==> src/v3n_pkg.sv <==
// shared constants for the vector normalizer
package v3n_pkg;
	localparam int WORD_W     = 32;
	localparam int SQ_W       = 2 * WORD_W;
	localparam int FRAC_UNIT  = 30;
	localparam int QUO_W      = FRAC_UNIT + 1;
	localparam int SQRT_STEPS = SQ_W / 2;
	localparam int LANES      = 3;
	localparam int DIV_LAT    = QUO_W + 1;
	localparam int ALIGN_LAT  = SQRT_STEPS + 1;
	localparam int TOTAL_LAT  = 1 + 1 + SQRT_STEPS + DIV_LAT;
endpackage

==> src/v3n_square.sv <==
// per-lane magnitude, sign and exact square of one component
module v3n_square (
	input  logic                               clk,
	input  logic                               en,
	input  logic signed [v3n_pkg::WORD_W-1:0]  comp,
	output logic        [v3n_pkg::WORD_W-1:0]  mag_s1,
	output logic                               neg_s1,
	output logic        [v3n_pkg::SQ_W-1:0]    sq_s1
);
	import v3n_pkg::*;

	logic [WORD_W-1:0] mag;

	assign mag = comp[WORD_W-1] ? WORD_W'(-comp) : WORD_W'(comp);

	always_ff @(posedge clk) begin
		if (en) begin
			mag_s1 <= mag;
			neg_s1 <= comp[WORD_W-1];
			sq_s1  <= SQ_W'(mag) * SQ_W'(mag);
		end
	end
endmodule

==> config.mk <==
export PLATFORM = sky130hd
export DESIGN_NAME = v3n_square
export DESIGN_NICKNAME = d
export VERILOG_FILES = /design/src/v3n_pkg.sv /design/src/v3n_square.sv
export SDC_FILE = /design/constraint.sdc
export NUM_CORES = 2
export LEC_CHECK = 0
export ABC_CLOCK_PERIOD_IN_PS = 32000
export BUFFER_PORTS_ARGS = -buffer_cell sky130_fd_sc_hd__clkbuf_2
export CAP_MARGIN = 5
export CORE_ASPECT_RATIO = 1.2
export CORE_MARGIN = 2
export CORE_UTILIZATION = 55
export CTS_CLUSTER_DIAMETER = 30
export CTS_CLUSTER_SIZE = 40
export DETAILED_ROUTE_END_ITERATION = 7
export PLACE_DENSITY = 0.7
export SLEW_MARGIN = 10
export SYNTH_ARGS = -nofsm -noshare
export SYNTH_HDL_FRONTEND = slang
export SYNTH_SLANG_ARGS = --single-unit
==> constraint.sdc <==
create_clock -name clk -period 32 [get_ports clk]
set_input_delay 3.2 -clock clk [delete_from_list [all_inputs] [get_ports clk]]
set_output_delay 3.2 -clock clk [all_outputs]
set_load 0.02 [all_outputs]
# Word level (Yosys, flattened, before mapping)
# Cells that the tools add are included.
# classes
n_addsub,1
mul,1
n_div,0
n_lt_le_gt_ge,0
n_eq_ne,0
shifts,0
muxes,1
n_bitwise,0
reduce_logical,0
# op_table
cell,count
multiplier 32 x 32 -> 64 bit,1
2-to-1 mux 32 bit,1
negation 32 bit,1
# totals
register_bits,97
latchBits,0
mem_bits_rw,0
mem_bits_ro,0
in_bits,34
word_cells,6
mem_count,0

# Logic depth before layout (Yosys ltp)
# logic_depth
word_depth,3
ltp_mapped,39

# Least setup slack after synthesis
# OpenSTA, ideal clock, no wires.
# synth_path
path_type,input -> register
start,input comp[0] (netlist name)
end,"register sq_s1[57] (netlist name), data pin"
arrival_ps,12694
t_required_ps,31736
slack_ps,19043
stages,38
cell_sequence,clkbuf_1 > inv_1 > clkbuf_1 > clkbuf_1 > ha_1 > nand3_1 > or3_1 > or3_1 > or4_1 > o31ai_1 > xor2_1 > inv_2 > clkbuf_1 > nand2_1 > fa_1 > inv_1 > fa_1 > fa_1 > [2 not listed] > inv_1 > fa_1 > fa_1 > fa_1 > inv_1 > fa_1 > inv_1 > ha_1 > clkbuf_1 > a21oi_1 > o21a_1 > o211ai_1 > a211oi_1 > o21ai_0 > a211oi_1 > o21ai_0 > a311oi_1 > nor2_1
# synth_between
elab_chain_len,3
# synth_lines
item,line,text
start: declaration,v3n_square.sv:5,"input logic signed [v3n_pkg::WORD_W-1:0] comp,"
negation 32 bit,v3n_square.sv:14,assign mag = comp[WORD_W-1] ? WORD_W'(-comp) : WORD_W'(comp);
2-to-1 mux 32 bit,v3n_square.sv:14,
via mag[28],v3n_square.sv:12,logic [WORD_W-1:0] mag;
multiplier 32 x 32 -> 64 bit,v3n_square.sv:20,sq_s1 <= SQ_W'(mag) * SQ_W'(mag);
end signal: assignment,v3n_square.sv:20,
end: declaration,v3n_square.sv:8,output logic [v3n_pkg::SQ_W-1:0] sq_s1
# The timed path passes the listed nets, and every way through them passes these cells.
# A chain may end at the register's enable or synchronous reset.

# Worst setup path after layout
# layout_path
start,input comp[6] (netlist name)
end,"register sq_s1[57] (netlist name), data pin"
# layout_between
elab_chain_len,3
# layout_lines
item,line
negation 32 bit,v3n_square.sv:14
2-to-1 mux 32 bit (*),v3n_square.sv:14
multiplier 32 x 32 -> 64 bit (*),v3n_square.sv:20
# Every way passes the cells marked *; elsewhere a longest branch is shown, timed or not.

==> metrics <==
most frequent CP cell fa_1; FFs w/ async S/R, synth 0%; routed wire length 92850 um; fin worst setup slack about 18000 ps; maximum clock rate slightly above 70 MHz; Port Buf Inserts ~130; I/O Pins around 130; Synth Area in Adders around three fifths; most common cell after layout, fill and taps aside inv_1; max capacitance violation total 0; area share of the largest cell type after synthesis roughly 50%; post-route ant nets 0; RSZ-0062 raised after global routing no; Max FO, Critical Path 19; Mean Syn Cell Area roughly 9.5 um^2; synthesized instance count between 3000 and 4000; Cell variety after synth 64; Hold Crit Endpoint sq_s1[2]; Slew @ Worst Pin between 1000 and 1500 ps; Synth Flop Type edfxtp_1; endpoint type of the worst setup path register; Reg area ~0.0029 mm^2; # nets final around 4600; largest family of logic cells by synthesized area adder cells; Arr. time, crit path around 14000 ps; drt initial violations 1899; Multi-input gate area 0.02529 mm^2; number of vias in the routed layout between 20000 and 25000; mux cell area share after synthesis less than 1%; Crit path largest cell delay roughly 590 ps; vias in the first global route 25970; status finished clean; Antenna Cells 0; Hold Path Depth 2; DRC 0; Area Overhead vs Synth 5.958%; Slew Viols, Final 0; setup TNS 0 ps; Synth Register Bits 95; Die Wd between 200 and 250 um; CTS tree yes; simple-gate share of the synthesized area about 9.0%; register area share after synthesis under 10%; DIE AREA between 0.06 and 0.07 mm^2; TritonRoute pass-1 iters 8; RePlAce Congestion around 0.97; total track usage about a third; HP Class input pin to register; Post CTS Setup Buffer Count 0; Synth Area in Compound Gates around 5.4%; Vias/cell 5.568; final critical-path share of the clock period between 40 and 50%; synthesized cell area 0.03224 mm^2; row count 97; CP Class input pin to register; Worst Path Required roughly 32000 ps; post-cts sizing count 0; wire length of the first global-routing pass approximately 140000 um; Worst Hold Launch comp[1]; most frequent cells in the layout inv_1, fa_1, nand2_1; final hold viol count 0; Fillers around 5000; Max Root-Sink Buffers 2; wire per inst roughly 22 um; chip height between 200 and 300 um; Root Driver clkbuf_16; hpwl dp 75220 um; Sink Count 95; largest net degree at the start of global routing 64; initial antenna violation count 0; final setup fails 0; number of flops mapped to enable cells by yosys 95; clock period minus final worst setup slack ~14000 ps; Synth area leader fa_1; Startpoint Class input pin; H-Tree Depth 3; Clock Pin Slew Worst Setup and Hold Paths 70 ps; hold buffers post-CTS 0; Critical-path top delay cell or4_1; Post-Place Worst Slack 18020 ps; Congestion Overflow GR 0; Initial Util 55.45%; total CTS buffers 9; layout cells sized above 1 about 6.5%; Slew HR around 17%; Core Area 0.05813 mm^2; top cells by area, synth fa_1, inv_1, ha_1; Synth warnings 0; fraction of synthesized cell area in xor and xnor cells between 3 and 4%
[worst max-delay path, delay by kind of cell]
kind / cells / cell delay [ps]
buffers and inverters: 7 / 1160
AND/OR/NAND/NOR: 7 / 2460
XOR/XNOR: 1 / 150
AO/OA/AOI/OAI: 9 / 2520
adder cells (fa/ha/maj): 9 / 4370
[stage by stage]
step	utilization (%)	hold slack [ps]	instance area, um^2	cells
2_1_floorplan	-	3299	32330	3406
3_3_place_gp	58.26	3592	33870	4201
3_5_place_dp	58.26	3596	33870	4201
4_1_cts	58.76	3190	34160	4217
5_1_grt	58.76	3218	34160	4217
6_report	58.76	3210	34160	4217
[area by class of cell]
class / instances / area share, %
multi-input cells: 2179 / 74.05
inverters: 1008 / 11.08
flip-flops and latches: 95 / 8.352
repair buffers: 177 / 2.952
well taps: 742 / 2.718
clock buffers: 9 / 0.6593
clock inverters: 7 / 0.1831
[kinds of logic (layout without fill, tap and decap cells)]
logic type | Yosys count | count (layout)
flip-flops | 95 | 95
other | 2 | 27
AO/OA/AOI/OAI | 267 | 267
XOR/XNOR | 115 | 115
multiplexers | 1 | 1
AND/OR/NAND/NOR | 691 | 691
buffers and inverters | 1132 | 1201
adder cells (fa/ha/maj) | 1078 | 1078
[cell usage after synthesis, types with 7 or more instances]
master      n
or3_1      10
o211ai_1    7
buf_1       7
o21ai_0    50
a21oi_1    80
clkbuf_1  107
o31ai_1    10
nand3_1    20
fa_1      795
xnor2_1    68
xor2_1     46
inv_1     999
and2_1      7
and3_1     11
nor2_1    272
edfxtp_1   95
nand2_1   302
ha_1      283
o21a_1     17
o21bai_1   11
nor3_1     14
nand4_1    22
a21o_1     42
or4_1       7
a31oi_1    14
[flip-flops by register name, indices dropped and copies added (netlist names)]
| register | count |
|---|---|
| neg_s1 | 1 |
| mag_s1 | 32 |
| sq_s1 | 62 |
[worst max path at each step]
stage                  from   endpoint  slack (ps)  cells after the start
finish              comp[6]  sq_s1[57]       18240                     33
CTS                 comp[6]  sq_s1[57]       18380                     33
global placement    comp[6]  sq_s1[57]       18160                     35
detailed placement  comp[6]  sq_s1[57]       18020                     33
floorplan           comp[0]  sq_s1[57]       19040                     38
global route        comp[6]  sq_s1[57]       17740                     33
[routing by layer]
layer	track usage, %	part of all wire (%)
met1	37.10	33
met2	54.51	50
met3	5.361	8.2
met4	21.21	8.6
met5	0	0
Power is not shown: default switching activity piles up to over one toggle a cycle in this logic, so the estimate is an artifact.
