<file path="src/v3n_pkg.sv">
// shared constants for the vector normalizer
package v3n_pkg;
	localparam int WORD_W     = 32;
	localparam int SQ_W       = 2 * WORD_W;
	localparam int FRAC_UNIT  = 30;
	localparam int QUO_W      = FRAC_UNIT + 1;
	localparam int SQRT_STEPS = SQ_W / 2;
	localparam int LANES      = 3;
	localparam int DIV_LAT    = QUO_W + 1;
	localparam int ALIGN_LAT  = SQRT_STEPS + 1;
	localparam int TOTAL_LAT  = 1 + 1 + SQRT_STEPS + DIV_LAT;
endpackage

</file>
<file path="src/v3n_div.sv">
// per-lane pipelined restoring divider giving signed q2.30 component over length
module v3n_div (
	input  logic                               clk,
	input  logic                               en,
	input  logic        [v3n_pkg::WORD_W-1:0]  mag,
	input  logic                               neg,
	input  logic        [v3n_pkg::WORD_W-1:0]  len,
	output logic signed [v3n_pkg::WORD_W-1:0]  quo
);
	import v3n_pkg::*;

	localparam int R_W = WORD_W + 1;

	logic [WORD_W-1:0] r_s   [QUO_W];
	logic [QUO_W-1:0]  q_s   [QUO_W];
	logic [WORD_W-1:0] len_s [QUO_W];
	logic              neg_s [QUO_W];

	for (genvar j = 0; j < QUO_W; j++) begin : g_stage
		logic [R_W-1:0]    r_in;
		logic [QUO_W-1:0]  q_in;
		logic [WORD_W-1:0] len_in;
		logic              neg_in;
		logic              ge;
		logic [R_W-1:0]    diff;
		if (j == 0) begin : g_first
			assign r_in   = {1'b0, mag};
			assign q_in   = '0;
			assign len_in = len;
			assign neg_in = neg;
		end else begin : g_next
			assign r_in   = {r_s[j-1], 1'b0};
			assign q_in   = q_s[j-1];
			assign len_in = len_s[j-1];
			assign neg_in = neg_s[j-1];
		end
		assign ge   = (len_in != '0) && (r_in >= {1'b0, len_in});
		assign diff = r_in - {1'b0, len_in};
		always_ff @(posedge clk) begin
			if (en) begin
				r_s[j]   <= ge ? diff[WORD_W-1:0] : r_in[WORD_W-1:0];
				q_s[j]   <= {q_in[QUO_W-2:0], ge};
				len_s[j] <= len_in;
				neg_s[j] <= neg_in;
			end
		end
	end

	logic [WORD_W-1:0] q_ext;
	assign q_ext = WORD_W'(q_s[QUO_W-1]);

	always_ff @(posedge clk) begin
		if (en) begin
			quo <= neg_s[QUO_W-1] ? WORD_W'(-q_ext) : q_ext;
		end
	end
endmodule

</file>
<file path="config.mk">
export PLATFORM = sky130hd
export DESIGN_NAME = v3n_div
export DESIGN_NICKNAME = d
export VERILOG_FILES = /design/src/v3n_pkg.sv /design/src/v3n_div.sv
export SDC_FILE = /design/constraint.sdc
export NUM_CORES = 2
export LEC_CHECK = 0
export BUFFER_PORTS_ARGS = -buffer_cell sky130_fd_sc_hd__buf_4
export CORE_ASPECT_RATIO = 1.4
export CORE_MARGIN = 2
export CORE_UTILIZATION = 65
export CTS_CLUSTER_SIZE = 20
export DETAILED_ROUTE_END_ITERATION = 10
export GPL_TIMING_DRIVEN = 1
export PLACE_DENSITY_LB_ADDON = 0.25
export SKIP_CTS_REPAIR_TIMING = 1
export SYNTH_ARGS = -nofsm -noshare
export SYNTH_HDL_FRONTEND = slang
export SYNTH_SLANG_ARGS = --single-unit
</file>
<file path="constraint.sdc">
create_clock -name clk -period 4.4 [get_ports clk]
set_clock_uncertainty 0.2 [all_clocks]
set_input_delay 0.44 -clock clk [delete_from_list [all_inputs] [get_ports clk]]
set_output_delay 0.44 -clock clk [all_outputs]
set_load 0.03 [all_outputs]
</file>
; ---- Word-level counts from Yosys, hierarchy flattened
; Memory sizes are Yosys's and may differ from the RTL's.
; Index checks and enable logic that the tools add are counted.
; W data, S select, Z words.
[word_totals]
ff_bits = 32
mem_bits_rw = 2976
inputBits = 67
out_inout_bits = 32
n_memories = 4
[op_classes]
addsub = 32
magnitude_cmp = 31
mux = 34
reduce_logical = 62
[memory_table]
columns = memory, words, width, rd, rd_clocked_by_memory_dff, wr, line_no
row1 = len_s, 31, 32, 30, 0, 31, v3n_div.sv:16  ; logic [WORD_W-1:0] len_s [QUO_W];
row2 = r_s, 31, 32, 30, 0, 31, v3n_div.sv:14  ; logic [WORD_W-1:0] r_s [QUO_W];
row3 = q_s, 31, 31, 31, 0, 31, v3n_div.sv:15  ; logic [QUO_W-1:0] q_s [QUO_W];
row4 = neg_s, 31, 1, 31, 0, 31, v3n_div.sv:17  ; logic neg_s [QUO_W];
[op_table]
columns = op, n
row1 = $mux W32, 31
row2 = $reduce_bool A32 Y1, 31
row3 = $sub A32 B32 Y32, 31
row4 = $ge A33 B32 Y1, 30
row5 = $ge A32 B32 Y1, 1
row6 = $neg A31 Y32, 1
row7 = $logic_and A1 B1 Y1, 31
row8 = $mux W31, 1
row9 = $mux W1, 2

; ---- Logic depth before layout (Yosys ltp)
; An unclocked memory read counts as a cell.
[logic_depth]
word_depth = 4
mapped_depth = 17

; ---- Worst setup path after synthesis
; Ideal clock, no wire load.
[synth_timing]
path_type = input to register
from = in mag[0] (netlist name)
to = mem r_s[0][30], data pin
setup_ns = 0.260
arrival_ns = 3.214
setup_slack_ns = 0.726
stages = 15
path_buffers = 0
cell_sequence = inv_1 > ha_1 > inv_1 > fa_1 > a21o_1 > a21oi_1 > o21ai_1 > a21oi_2 > o311ai_1 > a2111oi_1 > o31ai_1 > and3_1 > a221oi_2 > xnor2_1 > mux2_2
[synth_rtl]
columns = item, line_no
row1 = from (decl), v3n_div.sv:5  ; input logic [v3n_pkg::WORD_W-1:0] mag,
row2 = to (decl), v3n_div.sv:14

==> results summary <==
The run finished with clean final reports. The total number of placement rows is roughly 200. The accumulated negative setup slack came out at 0 ps. Among all flip-flop cells after synthesis, the most frequent one is sky130_fd_sc_hd__edfxtp_1. For this design the ratio of total power to cell area is 761 mW/mm^2. STA puts the critical path data required time at about 5000 ps.

The total wirelength of the detailed-routed design is ~380 mm. The routed layout has 99300 vias. Clock tree synthesis selected as its root buffer the cell sky130_fd_sc_hd__clkbuf_16.

STA classifies the critical path startpoint as a flop. The die span in x is roughly 400 um. For the worst setup path, the data arrival time is about 5000 ps. The layout cell share with drive strength beyond 1 came out at about a tenth. The number of design rule violations left after detail routing is 0.

During I/O placement, the number of pins put on the boundary was 99. The utilization after layout came out at 72.1%. The final cycle utilization of the critical path is 99.0%. Synthesis produced a netlist with a net count of between 10000 and 15000. The clock share of power came out at between 10% and 20%. Global routing used about 5.0% of the available met3 tracks. The CTS tree is yes. The met2 track utilization from global routing came out at 57.8%. At the pin with the least slew margin, the transition time is 1060 ps. The violation count after the first detailed-routing iteration came out at about 9600. The total half-perimeter wirelength after legalization and detailed placement came out at ~280 mm. The overall global routing resource usage is about a third. In this run, synthesis produced a sequential element count of 2479.

The number of global-route vias before repair is roughly 100000. The count of final hold-check violations is 0. The total overflow left after global routing is 0. The later-pin clock latency in the skew report came out at 980 ps. In this run the mean area of a mapped cell was about 11 sq um. Ranked by total cell area, the synthesized netlist is headed by sky130_fd_sc_hd__edfxtp_1 (53%), sky130_fd_sc_hd__ha_1 (8.9%), sky130_fd_sc_hd__mux2_2 (3.8%). The register clock-pin slew on the reported worst setup and hold paths is roughly 70 ps.

The cell accounting for the most synthesized area is sky130_fd_sc_hd__edfxtp_1. The detail route stage leaves a number of antenna-violating nets equal to 0. The layer flagged by global routing as most heavily used is met2. The summed instance area of the synthesized netlist came out at between 0.1 and 0.15 sq mm. The worst-case IR drop observed on VDD is ~0.57 mV. The fraction of post-synthesis cell area in the top cell type by area is about 53%.

The worst-case headroom to the max-slew limit is around 28%. The minimum hold slack is about 38 ps. The signal on the critical path passes through inv_1, ha_1, and4_1, nand4_1, or4_1, or4_1, a31oi_2, o21bai_4, buf_4, buf_4, o31ai_1, buf_4. The maximum number of pins on one net before global-route repair came out at ~110. The number of antenna violations at the first check in global routing was 11. The count of buffers inserted at the top-level ports came out at between 90 and 100. The via count normalized by instance count is 6.36. The critical path in this run is classified as reg -> reg. The path class of the tightest hold or removal check is in -> reg. The cell count after synthesis is around 12000. The post-synthesis sequential area ratio is between 50% and 60%. The count of warnings emitted by yosys is 0.

The maximum operating frequency is 230 MHz. The weighted congestion reported at the end of routability-driven placement is approximately 1. For this design, the slowest cell found on the critical path is sky130_fd_sc_hd__or4_1. The clock passes through at most 4 buffers. Prior to clock tree synthesis, the placed netlist has a worst setup slack of -32.3 ps. The maximum single-stage delay on the critical path is 630 ps. Of the total power, registers draw roughly a third.

The full die area came out at 0.218 sq mm. The vertical extent of the die is 552 um. The largest driver fanout on the critical path came out at 10. The tool flagged a number of max-cap violations equal to 0. Setup violations remaining at the end of the flow were counted as 0. The TritonCTS buffer count is between 200 and 250.

Of the total power, combinational logic draws approximately 48%. Summed over all nets, the switching power comes to approximately 0.045 W. The final worst slack came out at between 40 and 50 ps.

The H-tree level count came out at 4. The final number of max-transition violations came out at 0. The wire length of the first global-routing pass is between 500 and 600 mm. The number of distinct library cell variants in the gate-level netlist after synthesis is between 90 and 100. The area added between synthesis and finish came out at 10.6%. The number of enable-type register cells in the synthesized netlist is roughly 2500. After synthesis, the most frequently instantiated cells are sky130_fd_sc_hd__edfxtp_1 (2479), sky130_fd_sc_hd__inv_1 (1240), sky130_fd_sc_hd__ha_1 (992). The static power due to leakage is between 60 and 70 nW. The proportion of register bits with asynchronous set or reset after synthesis came out at 0%. The shortest period the worst path allows came out at about 4400 ps. After the last flow step, the layout net total stands at 13700. The worst setup path is captured at a flop.

Among the stages of the critical path, the cell type that occurs most often is sky130_fd_sc_hd__buf_4. In the final routed layout, each cell accounts on average for 24.1 um. The number of detailed-route iterations in the first pass came out at 10. The proportion of total power due to net switching is between 30% and 40%. The starting utilization of the core area came out at approximately 65%. The fraction of met1 tracks used by global routing came out at ~40%. The TritonCTS sink count came out at ~2500. Overall power consumption after layout is estimated at 0.117 W. By instance count, the leading cell after synthesis is sky130_fd_sc_hd__edfxtp_1. The area of the core is ~0.21 sq mm. The total internal power is 0.0719 W.
stage by stage:
stage | instance area [sq um] | instances
after global routing | 154000 | 15600
after CTS | 153000 | 15500
after detailed placement | 145000 | 15100
final | 154000 | 15600
after global placement | 145000 | 15100
after floorplan | 139000 | 12200
flip-flops by register name, indices dropped and copies added, names as in the netlist:
signal	count
q_s	496
quo	32
neg_s	31
r_s	960
len_s	960
cells in the final DEF, fill, tap and decap left out, types with 184 or more instances in the layout:
cell,instances
sky130_fd_sc_hd__a21o_1,535
sky130_fd_sc_hd__a21oi_1,786
sky130_fd_sc_hd__buf_4,331
sky130_fd_sc_hd__clkbuf_16,237
sky130_fd_sc_hd__edfxtp_1,2479
sky130_fd_sc_hd__ha_1,992
sky130_fd_sc_hd__inv_1,1240
sky130_fd_sc_hd__mux2_2,470
sky130_fd_sc_hd__nand2_1,866
sky130_fd_sc_hd__nand3_1,196
sky130_fd_sc_hd__nand4_1,184
sky130_fd_sc_hd__nor2_1,512
sky130_fd_sc_hd__nor4_1,283
sky130_fd_sc_hd__o21ai_0,770
sky130_fd_sc_hd__xnor2_1,511
sky130_fd_sc_hd__xor2_1,317
per-layer routing:
metal | wire, um | vias up | part of all wire (%)
li1 | - | 45800 | -
met1 | 139000 | 47800 | 37
met2 | 183000 | 4297 | 49
met3 | 24300 | 1334 | 6.5
met4 | 29600 | 10 | 7.9
met5 | 57 | - | 0.015
worst paths after layout:
check	cells after the start	slack, ps	endpoint	startpoint
max reg2reg	12	50	r_s[1][94]	len_s[2][48]
min reg2reg	0	160	q_s[3][66]	q_s[3][34]
max	12	50	r_s[1][94]	len_s[2][48]
min	2	40	neg_s[0][0]	neg
logic make-up after synthesis:
group,synth area share (%)
XOR/XNOR,5.21
buffers and inverters,4.17
flip-flops,53.4
AO/OA/AOI/OAI,14.0
adder cells (fa/ha/maj),9.34
multiplexers,4.19
AND/OR/NAND/NOR,9.67
area by class of cell:
cell class                 count  area, sq um
clock inverter               158         1860
timing repair buffer         445         4110
clock buffer                 270         6050
multi-input combinational   8169        59300
antenna                       16         40.0
inverter                    1240         4650
fill                       14600        59500
tap                         2842         3560
sequential                  2479        74400
critical path, delay by kind of cell (launching register included):
| family | cells | cell delay, ps |
|---|---|---|
| adders and majority gates | 1 | 470 |
| AOI/OAI and AO/OA | 3 | 740 |
| DFF | 1 | 440 |
| and+or+nand+nor | 4 | 1700 |
| buffers and inverters | 4 | 650 |
power by group through the flow:
stage / combinational, W / sequential [W] / clock (W)
finish: 0.0558 / 0.0403 / 0.0212
global route: 0.0610 / 0.0406 / 0.0222
CTS: 0.0546 / 0.0400 / 0.0214
detailed placement: 0.0537 / 0.0403 / 0
global placement: 0.0523 / 0.0403 / 0
floorplan: 0.0401 / 0.0376 / 0
(Power assumes the default switching activity.)
